## config.mk

```make
export PLATFORM = sky130hd
export DESIGN_NAME = led_command_line_decoder_core
export DESIGN_NICKNAME = d
export VERILOG_FILES = /design/src/hw/rtl/lcld_pkg.sv /design/src/hw/rtl/lcld_line.sv /design/src/hw/rtl/led_command_line_decoder_core.sv
export SDC_FILE = /design/constraint.sdc
export NUM_CORES = 1
export LEC_CHECK = 0
export BUFFER_PORTS_ARGS = -buffer_cell sky130_fd_sc_hd__buf_2
export CAP_MARGIN = 20
export CELL_PAD_IN_SITES_DETAIL_PLACEMENT = 0
export CELL_PAD_IN_SITES_GLOBAL_PLACEMENT = 1
export CORE_UTILIZATION = 43
export CTS_CLUSTER_DIAMETER = 150
export DETAILED_ROUTE_END_ITERATION = 10
export PLACE_DENSITY_LB_ADDON = 0.12
export SYNTH_ARGS = -nofsm -noshare
export SYNTH_HDL_FRONTEND = slang
export SYNTH_HIERARCHICAL = 1
export SYNTH_SLANG_ARGS = --single-unit
```

## constraint.sdc

```tcl
create_clock -name clk -period 4 [get_ports clk]
set_clock_uncertainty 0.1 [all_clocks]
set_input_delay 1 -clock clk [delete_from_list [all_inputs] [get_ports clk]]
set_output_delay 1 -clock clk [all_outputs]
set_load 0.02 [all_outputs]
```

## src/hw/rtl/lcld_pkg.sv

```systemverilog
// shared types and character codes for the led command line decoder
// no dependencies

package lcld_pkg;

    localparam logic [7:0] CH_NUL   = 8'h00;
    localparam logic [7:0] CH_TAB   = 8'h09;
    localparam logic [7:0] CH_LF    = 8'h0a;
    localparam logic [7:0] CH_VT    = 8'h0b;
    localparam logic [7:0] CH_FF    = 8'h0c;
    localparam logic [7:0] CH_CR    = 8'h0d;
    localparam logic [7:0] CH_SP    = 8'h20;
    localparam logic [7:0] CH_PLUS  = 8'h2b;
    localparam logic [7:0] CH_MINUS = 8'h2d;
    localparam logic [7:0] CH_ZERO  = 8'h30;
    localparam logic [7:0] CH_EIGHT = 8'h38;
    localparam logic [7:0] CH_NINE  = 8'h39;

    localparam logic [3:0] SUB_AUX     = 4'd8;
    localparam logic [3:0] SUB_NINE    = 4'd9;
    localparam logic [2:0] CHAN_NINE   = 3'd6;
    localparam logic [2:0] CHAN_TOP    = 3'd7;

    localparam logic [1:0] PH_BEFORE = 2'd0;
    localparam logic [1:0] PH_NUMBER = 2'd1;
    localparam logic [1:0] PH_DONE   = 2'd2;

    localparam int         MAG_W      = 20;
    localparam int         LEVEL_W    = 12;
    localparam logic [MAG_W-1:0]   MAG_MAX    = 20'hfffff;
    localparam logic [MAG_W-1:0]   AUX_MAX    = 20'd255;
    localparam logic [MAG_W-1:0]   HALF_MAX   = 20'd2047;
    localparam logic [LEVEL_W-1:0] DRIVER_MAX = 12'd4095;

    typedef struct packed {
        logic               valid;
        logic               to_aux;
        logic [2:0]         chan;
        logic [LEVEL_W-1:0] level;
    } cmd_t;

endpackage

```

## src/hw/rtl/lcld_line.sv

```systemverilog
// line assembly state, running number parse and line-end command decode
// depends on lcld_pkg

module lcld_line #(
    parameter int LINE_MAX = 10
) (
    input  logic          clk,
    input  logic          rst_n,
    input  logic          fire,
    input  logic [7:0]    rx_byte,
    output lcld_pkg::cmd_t cmd
);
    import lcld_pkg::*;

    localparam int POS_W = $clog2(LINE_MAX);
    localparam logic [POS_W-1:0] POS_LAST  = POS_W'(LINE_MAX - 1);
    localparam logic [POS_W-1:0] POS_ZERO  = POS_W'(0);
    localparam logic [POS_W-1:0] POS_ONE   = POS_W'(1);
    localparam logic [POS_W-1:0] POS_THREE = POS_W'(3);

    logic [POS_W-1:0] pos_reg,    pos_next;
    logic [7:0]       first_reg,  first_next;
    logic [7:0]       second_reg, second_next;
    logic [1:0]       phase_reg,  phase_next;
    logic             neg_reg,    neg_next;
    logic [MAG_W-1:0] mag_reg,    mag_next;

    logic             is_end;
    logic             is_cr;
    logic             is_dig;
    logic             is_ws;
    logic [MAG_W+3:0] mag_sum;
    logic [MAG_W-1:0] mag_add;
    logic [3:0]       sub;
    logic             sub_ok;
    logic             target_ok;
    logic [MAG_W-1:0] lvl;
    logic [LEVEL_W-1:0] aux_lvl;
    logic [LEVEL_W-1:0] drv_lvl;

    assign is_end = (rx_byte == CH_NUL) || (rx_byte == CH_LF);
    assign is_cr  = (rx_byte == CH_CR);
    assign is_dig = (rx_byte >= CH_ZERO) && (rx_byte <= CH_NINE);
    assign is_ws  = (rx_byte == CH_SP) || (rx_byte == CH_TAB) ||
                    (rx_byte == CH_VT) || (rx_byte == CH_FF);

    // times ten plus digit, saturating
    assign mag_sum = ({4'b0, mag_reg} << 3) + ({4'b0, mag_reg} << 1) +
                     {{(MAG_W){1'b0}}, rx_byte[3:0]};
    assign mag_add = (mag_sum > {4'b0, MAG_MAX}) ? MAG_MAX : mag_sum[MAG_W-1:0];

    always_comb
    begin
        pos_next    = pos_reg;
        first_next  = first_reg;
        second_next = second_reg;
        phase_next  = phase_reg;
        neg_next    = neg_reg;
        mag_next    = mag_reg;
        if (fire)
        begin
            if (is_end)
            begin
                pos_next    = POS_ZERO;
                first_next  = CH_NUL;
                second_next = CH_NUL;
                phase_next  = PH_BEFORE;
                neg_next    = 1'b0;
                mag_next    = '0;
            end
            else if (!is_cr && (pos_reg < POS_LAST))
            begin
                pos_next = pos_reg + POS_ONE;
                if (pos_reg == POS_ZERO)
                begin
                    first_next = rx_byte;
                end
                else if (pos_reg == POS_ONE)
                begin
                    second_next = rx_byte;
                end
                else if (pos_reg >= POS_THREE)
                begin
                    case (phase_reg)
                        PH_BEFORE:
                        begin
                            if (rx_byte == CH_PLUS)
                            begin
                                phase_next = PH_NUMBER;
                            end
                            else if (rx_byte == CH_MINUS)
                            begin
                                neg_next   = 1'b1;
                                phase_next = PH_NUMBER;
                            end
                            else if (is_dig)
                            begin
                                mag_next   = mag_add;
                                phase_next = PH_NUMBER;
                            end
                            else if (!is_ws)
                            begin
                                phase_next = PH_DONE;
                            end
                        end
                        PH_NUMBER:
                        begin
                            if (is_dig)
                            begin
                                mag_next = mag_add;
                            end
                            else
                            begin
                                phase_next = PH_DONE;
                            end
                        end
                        default:
                        begin
                            phase_next = phase_reg;
                        end
                    endcase
                end
            end
        end
    end

    always_ff @(posedge clk or negedge rst_n)
    begin
        if (!rst_n)
        begin
            pos_reg    <= POS_ZERO;
            first_reg  <= CH_NUL;
            second_reg <= CH_NUL;
            phase_reg  <= PH_BEFORE;
            neg_reg    <= 1'b0;
            mag_reg    <= '0;
        end
        else
        begin
            pos_reg    <= pos_next;
            first_reg  <= first_next;
            second_reg <= second_next;
            phase_reg  <= phase_next;
            neg_reg    <= neg_next;
            mag_reg    <= mag_next;
        end
    end

    // line-end decode
    assign sub       = second_reg[3:0];
    assign sub_ok    = (second_reg >= CH_ZERO) && (second_reg <= CH_NINE);
    assign target_ok = (first_reg == CH_EIGHT) ||
                       ((first_reg == CH_NINE) && (sub != SUB_NINE));
    assign lvl       = neg_reg ? '0 : mag_reg;
    assign aux_lvl   = (lvl > AUX_MAX) ? AUX_MAX[LEVEL_W-1:0] : lvl[LEVEL_W-1:0];
    assign drv_lvl   = (lvl > HALF_MAX) ? DRIVER_MAX : {lvl[LEVEL_W-2:0], 1'b0};

    always_comb
    begin
        cmd.valid  = fire && is_end && (pos_reg >= POS_THREE) && sub_ok && target_ok;
        cmd.to_aux = (sub == SUB_AUX);
        if (sub == SUB_AUX)
        begin
            cmd.chan  = 3'd0;
            cmd.level = aux_lvl;
        end
        else if (sub == SUB_NINE)
        begin
            cmd.chan  = CHAN_NINE;
            cmd.level = drv_lvl;
        end
        else
        begin
            cmd.chan  = CHAN_TOP - sub[2:0];
            cmd.level = drv_lvl;
        end
    end

endmodule

```

## src/hw/rtl/led_command_line_decoder_core.sv

```systemverilog
// led command line decoder: text bytes in, one led command per valid line out
// depends on lcld_pkg and lcld_line
//
// input channel: in_valid / in_stall with rx_byte, one text byte per transfer.
// carriage return is skipped; newline or a zero byte ends the line.
// output channel: out_valid / out_stall with to_aux_led, driver_channel and
// level; at most one transfer per line, caused by the line-end byte.
// the command appears on the output in the cycle after the line-end
// byte is accepted. throughput: one byte per cycle while not stalled, since the line
// state and the output register both update in the cycle a byte is accepted.
// when the receiver stalls, the pending command is held in the output
// register and in_stall rises until it is taken; with the output register
// empty or draining, bytes keep flowing every cycle.
// reset clears the line state and empties the output register; bytes of a
// partly received line are discarded.

module led_command_line_decoder_core #(
    parameter int LINE_MAX = 10
) (
    input  logic                          clk,
    input  logic                          rst_n,
    input  logic                          in_valid,
    output logic                          in_stall,
    input  logic [7:0]                    rx_byte,
    output logic                          out_valid,
    input  logic                          out_stall,
    output logic                          to_aux_led,
    output logic [2:0]                    driver_channel,
    output logic [lcld_pkg::LEVEL_W-1:0]  level
);
    import lcld_pkg::*;

    logic               in_fire;
    logic               hold;
    cmd_t               cmd;
    logic               out_valid_reg, out_valid_next;
    logic               to_aux_reg;
    logic [2:0]         chan_reg;
    logic [LEVEL_W-1:0] level_reg;

    assign hold     = out_valid_reg && out_stall;
    assign in_stall = hold;
    assign in_fire  = in_valid && !in_stall;

    lcld_line #(
        .LINE_MAX (LINE_MAX)
    ) u_line (
        .clk     (clk),
        .rst_n   (rst_n),
        .fire    (in_fire),
        .rx_byte (rx_byte),
        .cmd     (cmd)
    );

    assign out_valid_next = cmd.valid ? 1'b1 : hold;

    always_ff @(posedge clk or negedge rst_n)
    begin
        if (!rst_n)
        begin
            out_valid_reg <= 1'b0;
        end
        else
        begin
            out_valid_reg <= out_valid_next;
        end
    end

    always_ff @(posedge clk)
    begin
        if (cmd.valid)
        begin
            to_aux_reg <= cmd.to_aux;
            chan_reg   <= cmd.chan;
            level_reg  <= cmd.level;
        end
    end

    assign out_valid      = out_valid_reg;
    assign to_aux_led     = to_aux_reg;
    assign driver_channel = chan_reg;
    assign level          = level_reg;

    assert property (@(posedge clk) disable iff (!rst_n)
        out_valid && !to_aux_led |-> level[0] == 1'b0 || level == DRIVER_MAX)
        else $error("driver level must be even or saturated");

    assert property (@(posedge clk) disable iff (!rst_n)
        out_valid && to_aux_led |-> level <= AUX_MAX[LEVEL_W-1:0] && driver_channel == 3'd0)
        else $error("aux command out of range");

    assert property (@(posedge clk) disable iff (!rst_n)
        in_stall |-> out_valid)
        else $error("input stalled with empty output register");

    assert property (@(posedge clk) disable iff (!rst_n)
        in_valid && !in_stall && rx_byte != CH_NUL && rx_byte != CH_LF
        |=> !out_valid || $past(out_valid && out_stall))
        else $error("command produced without line end");

endmodule

```

# --- After elaboration in Yosys (flattened, before gate mapping) ---
# Index checks and enable logic that the tools add are counted.
totals:
  input_bits: 12
  out_inout_bits: 18
  regBits: 60
classes:
  n_eq_ne: 22
  n_addsub: 4
  n_lt_le_gt_ge: 9
  muxes: 44
  n_reduce_logical: 34
ops:
  columns: ["op", "n"]
  rows:
  - ["20-bit two-way mux", 10]
  - ["8-bit two-way mux", 7]
  - ["8-bit by 4-bit equality test with 1-bit output, second input constant", 5]
  - ["8-bit by 6-bit equality test with 1-bit output, second input constant", 5]
  - ["20-bit case mux with 2 select lines", 1]
  - ["12-bit two-way mux", 3]
  - ["23-bit by 21-bit adder with 24-bit output", 1]
  - ["24-bit by 4-bit adder with 24-bit output", 1]
  - ["24-bit by 20-bit > comparator with 1-bit output, second input constant", 1]
  - ["8-bit AND reduction", 3]
  - ["20-bit by 11-bit > comparator with 1-bit output, second input constant", 1]
  - ["20-bit by 8-bit > comparator with 1-bit output, second input constant", 1]
  - ["2-bit two-way mux", 10]
  - ["8-bit by 6-bit greater-or-equal comparator with 1-bit output, second input constant", 2]
  - ["8-bit by 6-bit less-or-equal comparator with 1-bit output, second input constant", 2]
  - ["15-bit two-way mux", 1]
  - ["2-bit nonzero test", 6]
  - ["1-bit logical AND", 10]
  - ["1-bit two-way mux", 9]
  - ["3-bit by 2-bit inequality test with 1-bit output, second input constant", 3]
  - ["4-bit equality test, second input constant", 2]
  - ["8-bit zero test", 1]
  - ["4-bit two-way mux", 2]
  - ["2-bit by 1-bit inequality test with 1-bit output, second input constant", 3]
  - ["other kinds (18)", 23]

# --- Logic depth before layout (Yosys ltp) ---
depth:
  ltp_word: 14
  mapped_depth: 12
  depth_no_buf: 11

# --- Hierarchy ---
# The synthesis kept the hierarchy.
by_module_without_submodules:
  columns: ["mod", "area_each_um2", "cells_per_inst", "n_inst", "seq_area_each_um2"]
  rows:
  - ["lcld_line", 3509.6, 405, 1, 1076.0]
  - ["led_command_line_decoder_core", 526.8, 20, 1, 505.5]

# --- Least setup slack after synthesis ---
# OpenSTA, ideal clock, no wires.
synth_path:
  kind: "input -> register"
  start: "input rx_byte[6]"
  end: "register chan_reg[0] (netlist: driver_channel[0]), enable pin"
  required_ns: 3.417
  cell_stages: 4
  setup_slack_ns: -1.752
  t_arrival_ns: 5.169
  path_cell_list: "or4_1 > nor4_1 > nand2_1 > a2111oi_0"
synth_rtl:
  columns: ["item", "line_no", "rtl"]
  rows:
  - ["start: declaration", "led_command_line_decoder_core.sv:24", "input logic [7:0] rx_byte,"]
  - ["end signal: assignment", "led_command_line_decoder_core.sv:74", "chan_reg <= cmd.chan;"]
  - ["end: declaration", "led_command_line_decoder_core.sv:38", "logic [2:0] chan_reg;"]

# --- Worst setup path after layout ---
layout_path:
  start: "input rx_byte[3]"
  end: "register u_line.mag_reg[1]"
layout_between:
  elab_chain_len: 12
layout_rtl:
  columns: ["item", "line_no", "rtl"]
  rows:
  - ["24-bit by 4-bit adder with 24-bit output", "lcld_line.sv:48", "assign mag_sum = ({4'b0, mag_reg} << 3) + ({4'b0, mag_reg} << 1) +"]
  - ["24-bit by 20-bit > comparator with 1-bit output", "lcld_line.sv:50", "assign mag_add = (mag_sum > {4'b0, MAG_MAX}) ? MAG_MAX : mag_sum[MAG_W-1:0];"]
  - ["20-bit two-way mux", "lcld_line.sv:50", null]
  - ["20-bit two-way mux", "lcld_line.sv:96, lcld_line.sv:108", null]
  - ["20-bit two-way mux", "lcld_line.sv:91", "else if (rx_byte == CH_MINUS)"]
  - ["20-bit two-way mux", "lcld_line.sv:87", "if (rx_byte == CH_PLUS)"]
  - ["20-bit case mux with 2 select lines", "lcld_line.sv:84", "case (phase_reg)"]
  - ["20-bit two-way mux", "lcld_line.sv:82", "else if (pos_reg >= POS_THREE)"]
  - ["20-bit two-way mux", "lcld_line.sv:78", "else if (pos_reg == POS_ONE)"]
  - ["20-bit two-way mux", "lcld_line.sv:74", "if (pos_reg == POS_ZERO)"]
  - ["20-bit two-way mux", "lcld_line.sv:71", "else if (!is_cr && (pos_reg < POS_LAST))"]
  - ["20-bit two-way mux", "lcld_line.sv:62", "if (is_end)"]
  - ["end signal: assignment", "lcld_line.sv:145", "mag_reg <= mag_next;"]
  - ["end: declaration", "lcld_line.sv:26", "logic [MAG_W-1:0] mag_reg, mag_next;"]
# Several ways; a longest one is shown, not always the timed one. The select of a mux whose other input is x is not followed.
# A chain may end at the register's enable or synchronous reset.

==> out/qor.txt <==
Status: complete, no violations
Die area: 9780 sq um
Worst-Skew Late Latency: 0.33 ns
Fillers: 833
Area of the multi-input gates: 2390 sq um
WL final: 9610 microns
Sequential-to-total area share from yosys stat: 0.392
Yosys warns: 6
Largest area contributor in the netlist: dfrtp_1
# Max-Cap Violations: 0
Core Util, Final: 0.526
Final setup violating endpoints: 0
Synth Area in Adders: 0.143
I/O Pins: 30
Drt first-iter violations: 196
Number of flops mapped to enable cells by yosys: 16
Max FO, Critical Path: 5
Fin cells: 581
Placed cells: 558
Crit path top cell by count: buf_4
# nets final: 525
Ant diodes: 0
Dpl hpwl: 6980 microns
Largest net degree at the start of global routing: 45
VDD IR max: 0.297 mV
DR vias: 3367
CTS tree: yes
Post-synth top area share: 0.273
Main synth FF type: dfrtp_1
Hold slack: 0.380 ns
Tmin final: 3.94 ns
Net Count, Synth: 482
Top cells by area, synth: dfrtp_1, ha_1, edfxtp_1
# port buffers: 29
Rel. slew slack: 0.400
FF-to-FF setup slack: 0.32 ns
Area growth from synthesis to layout: 15.8%
Post-synth top cells: o21ai_0, a21oi_1, dfrtp_1, ha_1, nor2_1
Synthesized flop and latch total: 60
Synth cell types: 54
Slowest stage delay, CP: 0.47 ns
PwrDens: 722 nW/um^2
Site Rows: 34
Initial Utilization: 0.454
PnR Total Power: 3370 uW
Residual overflow from global routing: 0
CTS Root Cell: clkbuf_8
CP required: 4.16 ns
Antenna violations before repair: 0
Hold/Removal Path Class: primary input to asynchronous set/reset pin
Slowest CP cell: fa_1
WP data arrival: 4.10 ns
Max Root-Sink Buffers: 2
1st-pass router iterations: 5
DRC violations left: 0
Final instance area: 4680 sq um
Via density: 5.80
Compound-Gate Fraction of Synth Area: 0.213
Final Max Tran Viols: 0
Die W: 98.9 microns
Cell breakdown of the critical path: buf_2, fa_1, fa_2, a21o_1, a221oi_2, a31oi_2, a221o_1, or3b_1, nand4_1, nor4b_4, buf_4, buf_4, a21oi_1
R2R depth: 12
Register area: 1580 sq um
Endpoints failing hold: 0
CP Launch Type: primary input
Most frequent cell after synthesis: o21ai_0
Mux cell area share after synthesis: 0.0406
Reg clk slew, reported paths: 0.07 ns
Beginning of the critical path: rx_byte[3]
H-tree levels: 3
Fin crit share: 0.984
TritonCTS Buffers: 9
Vias in the first global route: 3169
Worst Setup Path Type: primary input to register
Post-Syn Area: 4040 sq um
Fraction of layout cells with a size suffix above 1: 0.192
Core ar.: 8890 sq um
Number of flip-flops in the largest register: 20
Placed Instance Area: 4360 sq um
Post-Synthesis Mean Instance Area: 9.50 sq um
CTS sink cnt: 60
First-pass GRT wire length: 15300 microns
WL/cell: 16.5 microns
Post-synthesis simple-gate area fraction: 0.139
Asr flop ratio synth: 0.733
Die Y: 98.9 microns
Leakage: 0.00211 uW
Critical Path Sink: u_line/mag_reg[1]
Measured slew at the worst slew-check pin: 0.888 ns
RR Endpoint: u_line/mag_reg[1]
Post-route ant nets: 0
RR Startpoint: u_line/mag_reg[2]
Largest family of logic cells by synthesized area: compound AO/OA/AOI/OAI gates
Routability cong.: 0.819
Worst setup EP type: register
Fmax: 254 MHz
GRT Overall Usage: 0.200
Xor/xnor share of the synthesized area: 0.0391
Gate Count Post-Synth: 425
-- cell usage in the layout, fill, tap and decap left out, drive strengths merged, types with 3 or more instances in the layout --
cell type and instances:
o21ai 54, buf 49, a21oi 48, dfrtp 44, ha 43, nor2 27, nand2 26, inv 17
edfxtp 16, nand3 15, mux2 11, clkbuf 9, xor2 9, xnor2 9, or3 8, nor3 7
a21o 5, o21a 5, mux2i 4, nand4 4, nand2b 4, nor2b 4, nand3b 3, nor4 3
and3 3, o211ai 3, a31o 3, clkinv 3, a21boi 3
-- per-layer routing --
layer / GRT usage / vias up / part of all wire
met5: 0 / - / 0
met4: 0.0471 / 0 / 0.0088
met3: 0.0468 / 6 / 0.046
met2: 0.320 / 90 / 0.47
met1: 0.274 / 1609 / 0.48
li1: - / 1662 / -
-- area by class of cell --
type                            count  share of cell area
Clock buffer                        9              0.0265
Clock inverter                      7              0.0142
Inverter                           16              0.0128
Multi-Input combinational cell    332               0.511
Sequential cell                    60               0.338
Tap cell                          108              0.0289
Timing Repair Buffer               49              0.0682
-- how the worst min path moves through the flow --
stage,startpoint,endpoint,slack [ns]
final,rst_n,u_line/mag_reg[10],0.38
after global placement,u_line/first_reg[1],u_line/first_reg[1],0.39
after CTS,u_line/first_reg[3],u_line/first_reg[3],0.41
after floorplan,u_line/first_reg[3],u_line/first_reg[3],0.37
after detailed placement,u_line/first_reg[1],u_line/first_reg[1],0.39
after global routing,rst_n,u_line/mag_reg[10],0.36
-- power breakdown --
part / internal, uW / switching, uW / leakage (uW)
Combinational: 763 / 1000 / 0.00132
Sequential: 860 / 228 / 0.000699
Clock: 284 / 237 / 0.0000907
-- through the flow --
step	setup WS (ns)	TNS, ns
5_1_grt	-0.0289	-0.110
3_3_place_gp	-0.198	-3.91
2_1_floorplan	0.0457	0
6_report	0.0647	0
3_5_place_dp	-0.293	-5.55
4_1_cts	0.0638	0
-- logic make-up after synthesis --
group,Yosys count
AOI/OAI and AO/OA,142
xor gates and xnor gates,18
adders and majority gates,45
buffers and inverters,33
DFF,60
muxes,15
and+or+nand+nor,112
-- critical path, delay by kind of cell --
| kind | cells | cell delay [ns] |
|---|---|---|
| buffers and inverters | 3 | 0.44 |
| adders and majority gates | 2 | 0.84 |
| AOI/OAI and AO/OA | 5 | 1.20 |
| and+or+nand+nor | 3 | 0.61 |
-- what timing repair did --
item                       in CTS  in global routing
hold endpoints to repair        0                  0
setup endpoints to repair       0                 20
resized for setup               0                 14
hold buffers                    0                  0
setup buffers                   0                  3
(Power assumes the default switching activity.)
